**config.mk**
```make
export PLATFORM = sky130hd
export DESIGN_NAME = cbb_mul
export DESIGN_NICKNAME = d
export VERILOG_FILES = /design/src/rtl/cbb_pkg.sv /design/src/rtl/cbb_mul.sv
export SDC_FILE = /design/constraint.sdc
export NUM_CORES = 2
export LEC_CHECK = 0
export ABC_AREA = 0
export BUFFER_PORTS_ARGS = -buffer_cell sky130_fd_sc_hd__buf_2
export CORE_MARGIN = 4
export CORE_UTILIZATION = 45
export CTS_CLUSTER_DIAMETER = 120
export DETAILED_ROUTE_END_ITERATION = 16
export SLEW_MARGIN = 10
export SYNTH_ARGS = -nofsm -noshare
export SYNTH_HDL_FRONTEND = slang
export SYNTH_SLANG_ARGS = --single-unit
```
**constraint.sdc**
```tcl
create_clock -name clk_i -period 0.8 [get_ports clk_i]
set_input_delay 0.12 -clock clk_i [delete_from_list [all_inputs] [get_ports clk_i]]
set_output_delay 0.12 -clock clk_i [all_outputs]
set_load 0.05 [all_outputs]
```
**src/rtl/cbb_pkg.sv**
```systemverilog
// cbb_pkg: shared types and constants for the cubic bezier bounds accumulator
// no dependencies; imported by every rtl module of the block
package cbb_pkg;

  localparam int COORD_W = 32;
  // raw coefficient width before scaling
  localparam int COEF_W  = COORD_W + 3;
  // scaled coefficient magnitudes stay below 2^SC_W
  localparam int SC_W    = 30;
  localparam int MUL_W   = (COORD_W + 1 > SC_W) ? COORD_W + 1 : SC_W;
  localparam int RAD_W   = 64;
  localparam int ROOT_W  = RAD_W / 2;
  localparam int DIV_W   = SC_W + 1;
  localparam int CNT_W   = $clog2(ROOT_W);

  localparam logic [1:0] REQ_CLEAR = 2'd0;
  localparam logic [1:0] REQ_POINT = 2'd1;
  localparam logic [1:0] REQ_CUBIC = 2'd2;

  typedef struct packed {
    logic [1:0]                 req_type;
    logic signed [COORD_W-1:0]  p0_x;
    logic signed [COORD_W-1:0]  p0_y;
    logic signed [COORD_W-1:0]  p1_x;
    logic signed [COORD_W-1:0]  p1_y;
    logic signed [COORD_W-1:0]  p2_x;
    logic signed [COORD_W-1:0]  p2_y;
    logic signed [COORD_W-1:0]  p3_x;
    logic signed [COORD_W-1:0]  p3_y;
  } cbb_req_t;

  typedef struct packed {
    logic                       box_valid;
    logic signed [COORD_W-1:0]  box_left;
    logic signed [COORD_W-1:0]  box_top;
    logic signed [COORD_W-1:0]  box_right;
    logic signed [COORD_W-1:0]  box_bottom;
  } cbb_box_t;

  typedef struct packed {
    logic start;
    logic is_sqrt;
  } cbb_unit_cmd_t;

endpackage

```
**src/rtl/cbb_mul.sv**
```systemverilog
// cbb_mul: shared unsigned multiplier with registered product
// depends on cbb_pkg
module cbb_mul (
  input  logic                            clk_i,
  input  logic                            rst_ni,
  input  logic [cbb_pkg::MUL_W-1:0]       a_i,
  input  logic [cbb_pkg::MUL_W-1:0]       b_i,
  output logic [2*cbb_pkg::MUL_W-1:0]     p_o
);
  import cbb_pkg::*;

  logic [2*MUL_W-1:0] p_q;

  always_ff @(posedge clk_i or negedge rst_ni) begin
    if (!rst_ni) begin
      p_q <= '0;
    end else begin
      p_q <= (2*MUL_W)'(a_i) * (2*MUL_W)'(b_i);
    end
  end

  assign p_o = p_q;

endmodule

```
## Word level (Yosys, flattened, before mapping)

Cells that the tools add are included.

| storage, ports and cells | value |
|---|---|
| register bits after elaboration | 66 |
| latch bits | 0 |
| RAM bits | 0 |
| memory bits (read-only) | 0 |
| input port bits | 68 |
| output and inout port bits | 66 |
| logic and storage cells | 2 |
| memories kept | 0 |

| cells by class | value |
|---|---|
| $add $sub $neg | 0 |
| $mul | 1 |
| div/mod/pow operators | 0 |
| $lt $le $gt $ge | 0 |
| equal/unequal tests | 0 |
| shifts and indexed selects | 0 |
| muxes and demuxes | 0 |
| bitwise logic cells | 0 |
| reductions and logical operators | 0 |

Operators with widths:

| cell | count |
|---|---|
| 33-bit by 33-bit multiplier with 66-bit output | 1 |

## Longest topological paths before layout

| logic depth | value |
|---|---|
| depth in word-level cells | 1 |
| mapped depth | 30 |
| gate-level depth less buffers | 28 |

## Least setup slack after synthesis

Ideal clock, no wire load.

| path | value |
|---|---|
| path kind | input-to-reg |
| start point | in b_i[0] (netlist bit) |
| end point | reg p_q[58] (netlist: p_o[58]) |
| library setup time | 0.079 ns |
| data arrival time | 7.157 ns |
| required time | 0.721 ns |
| path slack | -6.436 ns |
| cell stages on the path | 28 |
| buffers on the path | 2 |
| path through | clkbuf_1 -> and2_1 -> fa_1 -> inv_1 -> fa_1 -> inv_1 -> fa_1 -> inv_1 -> fa_1 -> inv_1 -> fa_1 -> fa_1 -> fa_1 -> inv_1 -> fa_1 -> inv_1 -> ha_1 -> buf_2 -> nand2_1 -> or4_1 -> or3_1 -> o22ai_1 -> o211a_1 -> o21ai_2 -> nand3b_4 -> o31a_1 -> o21ai_2 -> xor2_1 |

| on the way | value |
|---|---|
| cells in the longest elaborated chain, start to end | 1 |

RTL lines:

| item | RTL line | RTL |
|---|---|---|
| from (decl) | cbb_mul.sv:7 | `input logic [cbb_pkg::MUL_W-1:0] b_i,` |
| 33-bit by 33-bit multiplier with 66-bit output | cbb_mul.sv:18 | `p_q <= (2*MUL_W)'(a_i) * (2*MUL_W)'(b_i);` |
| to (signal assigned) | cbb_mul.sv:18 |  |
| to (decl) | cbb_mul.sv:12 | `logic [2*MUL_W-1:0] p_q;` |

Every way passes these cells.

## Final worst setup path

| path | value |
|---|---|
| start point | in a_i[17] (netlist bit) |
| end point | reg p_q[58] (netlist: p_o[58]) |

| on the way | value |
|---|---|
| cells in the longest elaborated chain, start to end | 1 |

RTL lines:

| item | RTL line | RTL |
|---|---|---|
| from (decl) | cbb_mul.sv:6 | `input logic [cbb_pkg::MUL_W-1:0] a_i,` |
| 33-bit by 33-bit multiplier with 66-bit output | cbb_mul.sv:18 |  |

Every way passes these cells.

==> results.md <==
* Hold Crit Class: in -> async
* Starting density of the core at between 40% and 50%
* Register area share after synthesis at 4.472%
* Layout area overhead at 25.01%
* Area of the die at approximately 0.087 sq mm
* Status: complete, but fails checks
* Synthesized area at ~0.037 sq mm
* Synth Area in XOR/XNOR at 1.541%
* Worst-path maximum fanout at 9
* GR Overflow Total at 0
* Number of flops mapped to enable cells by yosys at 0
* Max incr delay on CP at between 500 and 600 ps
* F_max at 142.3 MHz
* H-tree levels at 3
* Hpwl dp at roughly 97000 um
* Max-Cap Viols at 0
* Most frequent cells in the layout: inv_1, fa_1, nand2_1
* WP buf/inv at 6
* Final worst setup slack at -6229 ps
* Slowest cell on crit path: fa_1
* Commonest non-fill, non-tap cell in the layout: inv_1
* Mapped Nets at approximately 5300
* DRT iter0 DRCs at 1511
* Post-synth ARST share at 100.0%
* Root buf cell: clkbuf_16
* Die boundary height at between 200 and 300 um
* Vias per cell at around 5
* Port bufs at roughly 130
* Arrival @ worst endpoint at around 7300 ps
* WL/cell at slightly above 20 um
* CP dominant cell by count: fa_1
* Detailed Route WL at 113100 um
* GRT met2 Usage at between 50% and 60%
* Vias in the first global route at ~32000
* Post-synthesis compound-gate area fraction at between 3 and 4%
* Total number of yosys warnings at 0
* Combinational family with the most area after synthesis: adder cells
* Row count at around 100
* GRT Total Usage at between 20 and 30%
* Post-synthesis adder-cell area fraction at 60.90%
* Period utilization at 878.6%
* Unrepaired setup endpoints after global routing: yes
* Ranking of synthesized cells by area: fa_1, inv_1, and2_1
* Main synth FF type: dfrtp_1
* Share of cells above drive strength 1 at roughly 23%
* CTS max path bufs at 2
* IO Pins at roughly 130
* Worst Setup SP: a_i[17]
* Final Core Density at 57.05%
* Critical Path RT at 1110 ps
* Die X at around 290 um
* Met3 GRT Util at 2.494%
* Syn_area_per_cell at 9.124 sq um
* Initial DRT Pass Iterations at 7
* Final Setup Violations at between 100 and 150
* Largest net degree at the start of global routing at 37
* Num CTS Buffers at 9
* Worst-path clk slew at ~70 ps
* DR vias at around 28000
* CP Class: in -> reg
* Initial antenna violation count at 4
* Worst Max-Slew Pin Slew at 527.1 ps
* Unique masters post-synth at 57
* Simple-gate area share of the yosys netlist at roughly 17%
* Crit path max-delay family: adder cells
* Max Slew Vio Count at 0
* Share of the synthesized area in the top cell type at 51.92%
* Final non-filler cell area at between 0.04 and 0.05 sq mm
* Gate Count Post-Synth at 4048
* Routed Antenna Nets at 0
* Failing checks: setup timing
* Placement Cell Area at around 0.043 sq mm
* CP endpoint kind: flip-flop
* Post-synthesis mux area share at 0%
* CTS Sinks at 66
* Top Usage Layer GRT: met2
* First-pass GRT wire length at roughly 180000 um
* DRC errors left at 0
* Area leader, netlist: fa_1
* Yosys reg bits at 66
* Min Tclk post-route at about 7000 ps
* CTS tree: done
* Final Hold Viols at 0
* Max reg flops at 66
* # nets final at approximately 5800
* Core box area at between 0.08 and 0.09 sq mm
* Worst slew margin at around 65%
* Startpoint types: input port
* RD Place Congestion at between 0.9 and 1
* Met1 Resource Use GR at 33.20%
-- how the worst max path moves through the flow --
| stage | slack (ps) | endpoint | cells past startpoint |
|---|---|---|---|
| 3_3_place_gp | -6890 | p_o[54] | 25 |
| 3_5_place_dp | -6970 | p_o[58] | 25 |
| 4_1_cts | -6210 | p_o[54] | 28 |
| 2_1_floorplan | -6180 | p_o[58] | 28 |
| 5_1_grt | -6410 | p_o[58] | 27 |
| 6_report | -6230 | p_o[58] | 26 |
-- through the flow --
stage	TNS [ps]	setup slack, ps	hold WS (ps)	std cells
after floorplan	-309680	-6180	-175.6	4048
after global placement	-370680	-6889	-23.82	5500
after detailed placement	-372140	-6971	-24.41	5500
after CTS	-346860	-6214	72.64	5551
after global routing	-359650	-6410	87.69	5570
final	-346760	-6229	99.74	5571
-- Yosys cell counts, types with 3 or more instances --
| library cell | count |
|---|---|
| xor2_1 | 24 |
| nand2_1 | 567 |
| xnor2_1 | 41 |
| o21ai_0 | 15 |
| o21a_1 | 7 |
| a21boi_1 | 3 |
| nand4_1 | 16 |
| nor2b_1 | 6 |
| ha_1 | 265 |
| and2_1 | 574 |
| nand3_1 | 10 |
| nor2_1 | 33 |
| a21o_1 | 31 |
| o21ai_1 | 23 |
| nor3_1 | 4 |
| inv_1 | 1048 |
| a31oi_1 | 6 |
| clkbuf_1 | 209 |
| dfrtp_1 | 66 |
| o21bai_1 | 8 |
| a211oi_1 | 5 |
| a21oi_1 | 73 |
| fa_1 | 958 |
| o31ai_1 | 3 |
| and3_1 | 7 |
| and4_1 | 4 |
-- logic make-up (layout without fill, tap and decap cells) --
kind of cell	Yosys count	in the layout
AOI/OAI and AO/OA	201	201
xor gates and xnor gates	65	65
adders and majority gates	1223	1223
buffers and inverters	1260	1721
DFF	66	66
other	0	2
and+or+nand+nor	1233	1233
-- metal layers --
layer | wire length (um) | part of all wire (%)
met1 | 43750 | 39
met2 | 58640 | 52
met3 | 4272 | 3.8
met4 | 6418 | 5.7
met5 | 0 | 0
-- area by class of cell --
| class | count | area, sq um |
|---|---|---|
| Antenna cell | 2 | 5.005 |
| Multi-Input combinational cell | 2722 | 32600 |
| Inverter | 1049 | 3940 |
| Tap cell | 1060 | 1326 |
| Clock inverter | 5 | 85.08 |
| Clock buffer | 11 | 252.7 |
| Sequential cell | 66 | 1652 |
| Timing Repair Buffer | 656 | 6310 |
| Fill cell | 7084 | 34770 |
-- timing repair --
item,in CTS,in global routing
gates cloned,2,2
pin swaps,142,76
setup buffers,42,24
endpoints found under the hold margin,66,0
hold buffers,1,0
endpoints found under the setup margin,131,131
gates resized for setup,431,241
Power is not shown: default switching activity piles up to over one toggle a cycle in this logic, so the estimate is an artifact.
