--- src/rtl/cbb_pkg.sv ---
// cbb_pkg: shared types and constants for the cubic bezier bounds accumulator
// no dependencies; imported by every rtl module of the block
package cbb_pkg;

  localparam int COORD_W = 32;
  // raw coefficient width before scaling
  localparam int COEF_W  = COORD_W + 3;
  // scaled coefficient magnitudes stay below 2^SC_W
  localparam int SC_W    = 30;
  localparam int MUL_W   = (COORD_W + 1 > SC_W) ? COORD_W + 1 : SC_W;
  localparam int RAD_W   = 64;
  localparam int ROOT_W  = RAD_W / 2;
  localparam int DIV_W   = SC_W + 1;
  localparam int CNT_W   = $clog2(ROOT_W);

  localparam logic [1:0] REQ_CLEAR = 2'd0;
  localparam logic [1:0] REQ_POINT = 2'd1;
  localparam logic [1:0] REQ_CUBIC = 2'd2;

  typedef struct packed {
    logic [1:0]                 req_type;
    logic signed [COORD_W-1:0]  p0_x;
    logic signed [COORD_W-1:0]  p0_y;
    logic signed [COORD_W-1:0]  p1_x;
    logic signed [COORD_W-1:0]  p1_y;
    logic signed [COORD_W-1:0]  p2_x;
    logic signed [COORD_W-1:0]  p2_y;
    logic signed [COORD_W-1:0]  p3_x;
    logic signed [COORD_W-1:0]  p3_y;
  } cbb_req_t;

  typedef struct packed {
    logic                       box_valid;
    logic signed [COORD_W-1:0]  box_left;
    logic signed [COORD_W-1:0]  box_top;
    logic signed [COORD_W-1:0]  box_right;
    logic signed [COORD_W-1:0]  box_bottom;
  } cbb_box_t;

  typedef struct packed {
    logic start;
    logic is_sqrt;
  } cbb_unit_cmd_t;

endpackage

--- src/rtl/cbb_isqdiv.sv ---
// cbb_isqdiv: iterative unit, one bit per cycle, doing either integer square root
// or fractional division num/den with num < den; depends on cbb_pkg
module cbb_isqdiv #(
  parameter int T_FRAC_BITS = 16
) (
  input  logic                          clk_i,
  input  logic                          rst_ni,
  input  cbb_pkg::cbb_unit_cmd_t        cmd_i,
  input  logic [cbb_pkg::RAD_W-1:0]     rad_i,
  input  logic [cbb_pkg::DIV_W-1:0]     num_i,
  input  logic [cbb_pkg::DIV_W-1:0]     den_i,
  output logic                          done_o,
  output logic [cbb_pkg::ROOT_W-1:0]    res_o
);
  import cbb_pkg::*;

  localparam int REM_W = ROOT_W + 2;

  logic              busy_q, sqrt_q, done_q;
  logic [CNT_W-1:0]  cnt_q;
  logic [REM_W-1:0]  rem_q;
  logic [ROOT_W-1:0] acc_q;
  logic [RAD_W-1:0]  rad_q;
  logic [DIV_W-1:0]  den_q;

  logic [REM_W-1:0]  rem_sh, trial;
  logic              fits;

  always_comb begin
    if (sqrt_q) begin
      rem_sh = {rem_q[REM_W-3:0], rad_q[RAD_W-1 -: 2]};
      trial  = {acc_q, 2'b01};
    end else begin
      rem_sh = {rem_q[REM_W-2:0], 1'b0};
      trial  = REM_W'(den_q);
    end
    fits = (rem_sh >= trial);
  end

  always_ff @(posedge clk_i or negedge rst_ni) begin
    if (!rst_ni) begin
      busy_q <= 1'b0;
      sqrt_q <= 1'b0;
      done_q <= 1'b0;
      cnt_q  <= '0;
      rem_q  <= '0;
      acc_q  <= '0;
      rad_q  <= '0;
      den_q  <= '0;
    end else begin
      done_q <= !cmd_i.start && busy_q && (cnt_q == '0);
      if (cmd_i.start) begin
        busy_q <= 1'b1;
        sqrt_q <= cmd_i.is_sqrt;
        cnt_q  <= cmd_i.is_sqrt ? CNT_W'(ROOT_W - 1) : CNT_W'(T_FRAC_BITS - 1);
        rem_q  <= cmd_i.is_sqrt ? '0 : REM_W'(num_i);
        acc_q  <= '0;
        rad_q  <= rad_i;
        den_q  <= den_i;
      end else if (busy_q) begin
        rem_q <= fits ? rem_sh - trial : rem_sh;
        acc_q <= {acc_q[ROOT_W-2:0], fits};
        rad_q <= rad_q << 2;
        if (cnt_q == '0) begin
          busy_q <= 1'b0;
        end else begin
          cnt_q <= cnt_q - 1'b1;
        end
      end
    end
  end

  assign done_o = done_q;
  assign res_o  = acc_q;

endmodule

--- config.mk ---
export PLATFORM = sky130hd
export DESIGN_NAME = cbb_isqdiv
export DESIGN_NICKNAME = d
export VERILOG_FILES = /design/src/rtl/cbb_pkg.sv /design/src/rtl/cbb_isqdiv.sv
export SDC_FILE = /design/constraint.sdc
export NUM_CORES = 1
export LEC_CHECK = 0
export BUFFER_PORTS_ARGS = -buffer_cell sky130_fd_sc_hd__buf_2
export CAP_MARGIN = 40
export CORE_MARGIN = 1.5
export CORE_UTILIZATION = 60
export DETAILED_ROUTE_END_ITERATION = 10
export PLACE_DENSITY = 0.84
export SYNTH_ARGS = -nofsm -noshare
export SYNTH_HDL_FRONTEND = slang
export SYNTH_SLANG_ARGS = --single-unit
--- constraint.sdc ---
create_clock -name clk_i -period 6.1 [get_ports clk_i]
set_input_delay 0.61 -clock clk_i [delete_from_list [all_inputs] [get_ports clk_i]]
set_output_delay 0.61 -clock clk_i [all_outputs]
set_load 0.03 [all_outputs]
After elaboration in Yosys (flattened, before gate mapping)
Cells that the tools add are included.
{"block": "op_classes", "n_addsub": 2, "n_lt_le_gt_ge": 1, "eq_ne": 1, "muxes": 17, "n_reduce_logical": 6}
{"cell": "$mux 64", "count": 2}
{"cell": "$mux 33", "count": 3}
{"cell": "$mux 34", "count": 2}
{"cell": "$mux 32", "count": 2}
{"cell": "$ge 34x34->1", "count": 1}
{"cell": "$sub 33x33->33", "count": 1}
{"cell": "$mux 31", "count": 1}
{"cell": "$mux 5", "count": 4}
{"cell": "$logic_not 5->1", "count": 1}
{"cell": "$sub 5x1->5 const B", "count": 1}
{"cell": "$mux 1", "count": 3}
{"cell": "$logic_and 1x1->1", "count": 2}
{"cell": "$ne 2x2->1 const B", "count": 1}
{"cell": "$reduce_and 2->1", "count": 1}
{"cell": "$reduce_bool 2->1", "count": 1}
{"cell": "$logic_not 1->1", "count": 1}
{"block": "totals", "ff_bits": 168, "out_inout_bits": 33, "wordCells": 35}

Depth between registers and ports, before layout
{"block": "depth", "word_depth": 5, "depth_mapped": 18, "depth_no_buf": 12}

Worst setup path after synthesis
Ideal clock, no wire load.
{"block": "synth_path", "path_type": "reg2reg", "startpoint": "reg sqrt_q", "endpoint": "reg rem_q[28]", "setup_time_ps": 134, "arrival_time_ps": 4052, "t_required_ps": 5966, "setup_slack_ps": 1914, "path_stages_with_launch": 16, "path_buffers": 4, "period_less_slack_ps": 4186, "path_cell_list": "dfrtp_1 > clkbuf_1 > clkbuf_1 > clkbuf_1 > buf_1 > mux2i_1 > ha_1 > nor2b_1 > o21bai_1 > a31oi_1 > o31a_1 > a211oi_1 > o21ai_1 > a211oi_1 > xor2_1 > o21ai_1"}
{"block": "synth_between", "elab_chain_cells": 5, "elab_cells_between_ends": 7}
{"element": "start, declared", "line": "cbb_isqdiv.sv:19", "rtl": "logic busy_q, sqrt_q, done_q;"}
{"element": "start signal, assigned", "line": "cbb_isqdiv.sv:54", "rtl": "sqrt_q <= cmd_i.is_sqrt;"}
{"element": "$mux 34", "line": "cbb_isqdiv.sv:30", "rtl": "if (sqrt_q) begin"}
{"element": "$sub 33x33->33 or $ge 34x34->1 (tied branches)", "line": "cbb_isqdiv.sv:61, cbb_isqdiv.sv:37"}
{"element": "$mux 33 (*)", "line": "cbb_isqdiv.sv:61", "rtl": "rem_q <= fits ? rem_sh - trial : rem_sh;"}
{"element": "$mux 33 (*)", "line": "cbb_isqdiv.sv:60", "rtl": "end else if (busy_q) begin"}
{"element": "$mux 33 (*)", "line": "cbb_isqdiv.sv:52", "rtl": "if (cmd_i.start) begin"}
{"element": "end signal, assigned", "line": "cbb_isqdiv.sv:56", "rtl": "rem_q <= cmd_i.is_sqrt ? '0 : REM_W'(num_i);"}
{"element": "end signal, assigned", "line": "cbb_isqdiv.sv:61"}
{"element": "end, declared", "line": "cbb_isqdiv.sv:21", "rtl": "logic [REM_W-1:0] rem_q;"}
Mark *: on every way between the ends. The rest lies on a longest branch, timed or not. The select of a mux whose other input is x is not followed.
A chain may end at the register's enable or synchronous reset.

Worst setup path after layout
{"block": "layout_path", "startpoint": "reg sqrt_q", "endpoint": "reg rem_q[24]"}
Same word-level chain as after synthesis.

==> results by group <==
Outcome
  – Status: complete, no violations

Logic synthesis
  – Mapped Nets: 1144
  – Cells after Synth: 978
  – Post-synthesis cell type count: 53
  – Top_reg_cell synth: dfrtp_1
  – Post-synth EDFFs: 0
  – Asr flop ratio synth: 1.000
  – Synth Cell Area: 0.009791 mm²
  – Post-synthesis sequential area ratio: 0.4294
  – Syn avg cell area: 10.01 µm²
  – Yosys warns: 0
  – #FFs+latches synth: 168

CTS
  – # hold bufs at CTS: 0
  – Root Driver: clkbuf_16
  – Latest clock arrival within the worst-skew pair: 0.44 ns
  – Clock Tree Buf Depth: 2
  – CTS tree: built
  – Post_cts resized: 0
  – Post-CTS setup buffer count: 0
  – Clk sinks: 168
  – H-Tree Depth: 4
  – CTS Buf Count: 17
  – Clock transition at path regs: 0.07 ns

Timing
  – Worst slew pin tran: 0.8812 ns
  – RSZ-0062 raised after global routing: false
  – Fin Setup TNS: 0 ns
  – Min Tclk post-route: 4.783 ns
  – Slew Limit Fails: 0
  – Final setup viols: 0
  – Fin Hold WS: 0.05437 ns
  – Worst-case clock skew: 0.01525 ns
  – Relative slew margins: 0.4125
  – Period utilisation layout: 0.7841
  – Final hold viol count: 0
  – Max frequency: 0.2091 GHz

Power
  – Leak: 0.005977 µW
  – Psw: 1896 µW
  – Internal power: 2848 µW
  – Clock power frac: 0.227
  – Sequential Power Share: 0.300
  – Switching share of power: 0.3996
  – Gate power share: 0.474
  – Total power: 4744 µW
  – Worst VDD drop: 0.2912 mV
  – Power per cell area: 417.5 mW/mm²

Worst setup path
  – Crit path max fanout: 33
  – Critical path class: flop to flop
  – Required time worst endpoint: 6.40 ns
  – CP endpoint kind: flop
  – Critical path origin: sqrt_q$_DFFE_PN0P_
  – Startpoint Class: flop
  – Critical path arrival: 5.08 ns
  – Crit Reg-Reg Startpoint: sqrt_q$_DFFE_PN0P_
  – RR Endpoint: rem_q[24]$_DFFE_PN0P_
  – Reg2Reg Setup Slack: 1.32 ns
  – Worst r2r path cells: 12

Global route
  – Largest net degree at the start of global routing: 93
  – First-pass GRT wire length: 38.50 mm
  – Initial antenna violation count: 2
  – GR Util All Layers: 0.2898
  – GRT overflow: 0
  – Vias in the first global route: 7934

Final layout
  – Final nets: 1274
  – Area Overhead vs Synth: 16.06%
  – Fin cells: 1339
  – Share of cells above drive strength 1: 0.2471

Route
  – Detailed Route Iter0 Violations: 630
  – Metal-1 WL: 10.69 mm
  – Wire length on met3: 1.107 mm
  – Vias/cell: 5.926
  – Max Used Layer: met4
  – Routed Antenna Nets: 0
  – Met2 WL: 11.24 mm
  – DR DRC count: 0
  – Pre-Repair DR Iteration Count: 6
  – Mean routed wirelength per cell: 17.71 µm
  – Vias: 7935
  – Drt total wl: 23.71 mm

Die
  – Num rows: 46
  – Initial Utilization: 0.6163
  – Die height: 130.7 µm
  – # IOs: 163
  – Full die area: 0.01709 mm²
  – Die X: 130.7 µm
  – Core Box Area: 0.01589 mm²

Min path
  – Hold Path Class: input pin to async pin

Placement
  – Placed cells: 1305
  – DP Wirelength: 16.13 mm
  – IO buf count: 162
  – Gpl congestion: 0.8815

Run
  – MaxCap Viol Count: 0
[cells by family (layout without fill, tap and decap cells)]
group / Yosys count / count (layout) / share of synthesized area
buffers and inverters: 74 / 217 / 0.03144
adders and majority gates: 36 / 36 / 0.04677
AOI/OAI and AO/OA: 235 / 235 / 0.1439
muxes: 207 / 207 / 0.2199
and+or+nand+nor: 225 / 225 / 0.09904
DFF: 168 / 168 / 0.4294
other: 0 / 2 / 0
xor gates and xnor gates: 33 / 33 / 0.02952
[cells in the mapped netlist (2+ instances only)]
| master | instances | area (µm²) |
|---|---|---|
| a21oi_1 | 42 | 210.2 |
| nand4_1 | 10 | 62.56 |
| xor2_1 | 16 | 140.1 |
| o21ai_0 | 98 | 490.5 |
| a222oi_1 | 5 | 50.05 |
| a31oi_1 | 9 | 56.30 |
| buf_4 | 3 | 22.52 |
| or2_2 | 2 | 12.51 |
| xnor2_1 | 17 | 148.9 |
| nor3_1 | 9 | 45.04 |
| a21o_1 | 15 | 112.6 |
| a221oi_1 | 5 | 43.79 |
| a2111oi_0 | 2 | 17.52 |
| and3_1 | 2 | 12.51 |
| mux2i_1 | 142 | 1421 |
| and2_1 | 2 | 12.51 |
| nor3b_1 | 2 | 15.01 |
| dfrtp_1 | 168 | 4204 |
| ha_1 | 35 | 437.9 |
| nor2_1 | 62 | 232.7 |
| mux2_2 | 65 | 732.0 |
| nand2b_1 | 5 | 31.28 |
| nor2b_1 | 5 | 31.28 |
| nand2_1 | 111 | 416.7 |
| clkbuf_1 | 45 | 168.9 |
| inv_1 | 11 | 41.29 |
| o21ai_1 | 11 | 55.05 |
| a211oi_1 | 6 | 45.04 |
| o211ai_1 | 4 | 30.03 |
| or4_1 | 2 | 15.01 |
| o31a_1 | 3 | 26.28 |
| o31ai_1 | 3 | 22.52 |
| nand3_1 | 6 | 30.03 |
| a21boi_0 | 2 | 15.01 |
| buf_1 | 12 | 45.04 |
| a22oi_1 | 10 | 75.07 |
| o21bai_1 | 5 | 37.54 |
| or3_1 | 3 | 18.77 |
| a22o_1 | 3 | 26.28 |
| o21a_1 | 7 | 52.55 |
[power groups by stage]
| stage | clock (µW) | combinational [µW] | sequential, µW |
|---|---|---|---|
| after floorplan | 0 | 1780 | 1390 |
| after global placement | 0 | 2130 | 1430 |
| after detailed placement | 0 | 2180 | 1430 |
| after CTS | 1090 | 2220 | 1420 |
| after global routing | 1130 | 2500 | 1440 |
| final | 1070 | 2250 | 1420 |
[how the worst max path moves through the flow]
stage / endpoint / slack [ns] / cells past startpoint
floorplan: rem_q[28]$_DFFE_PN0P_ / 1.91 / 15
global placement: rem_q[28]$_DFFE_PN0P_ / 1.64 / 12
detailed placement: rem_q[24]$_DFFE_PN0P_ / 1.47 / 12
CTS: rem_q[24]$_DFFE_PN0P_ / 1.37 / 12
global route: rem_q[24]$_DFFE_PN0P_ / 1.11 / 12
finish: rem_q[24]$_DFFE_PN0P_ / 1.32 / 12
[metal layers]
layer / up-vias / global-route usage
met4: 0 / 0.1267
met5: - / 0
li1: 3786 / -
met3: 54 / 0.05171
met1: 3843 / 0.3836
met2: 252 / 0.4712
[cells in the final DEF (no fill, tap or decap), types with 16 or more instances in the layout]
cell type  Yosys  routed
a21oi_1       42      42
buf_2          0     160
clkbuf_16      0      17
dfrtp_1      168     166
ha_1          35      35
mux2_2        65      65
mux2i_1      142     142
nand2_1      111     111
nor2_1        62      61
o21ai_0       98      98
xnor2_1       17      17
xor2_1        16      16
[through the flow]
stage | area [µm²] | setup WS (ns) | util
after floorplan | 9791 | 1.914 | -
after CTS | 11360 | 1.368 | 0.7150
after global routing | 11360 | 1.107 | 0.7153
after detailed placement | 10770 | 1.474 | 0.6781
final | 11360 | 1.317 | 0.7153
after global placement | 10680 | 1.636 | 0.6724
[cell type report]
type	instances	area, µm²
flip-flops and latches	168	4209
clock buffers	17	425.4
clock inverters	15	161.4
fillers	1180	4522
well taps	216	270.3
inverters	12	45.04
multi-input cells	736	5281
diodes	2	5.005
repair buffers	173	965.9
[flip-flops by register name, indices dropped and copies added (netlist names)]
| signal | count |
|---|---|
| busy_q | 1 |
| sqrt_q | 1 |
| rem_q | 33 |
| rad_q | 64 |
| done_o | 1 |
| cnt_q | 5 |
| den_q | 31 |
| res_o | 32 |
[critical path, stage by stage, from the launching register on]
cell and delay, ns:
dfrtp_2 0.89, buf_4 0.44, mux2_2 0.39, ha_1 0.45
nand3_1 0.12, or4_1 0.40, or4_1 0.42, o21ai_1 0.14
nor2_1 0.09, nand2_4 0.41, nor2_1 0.25, a222oi_1 0.46
o21ai_1 0.14
Power figures use the tool's default switching activity.
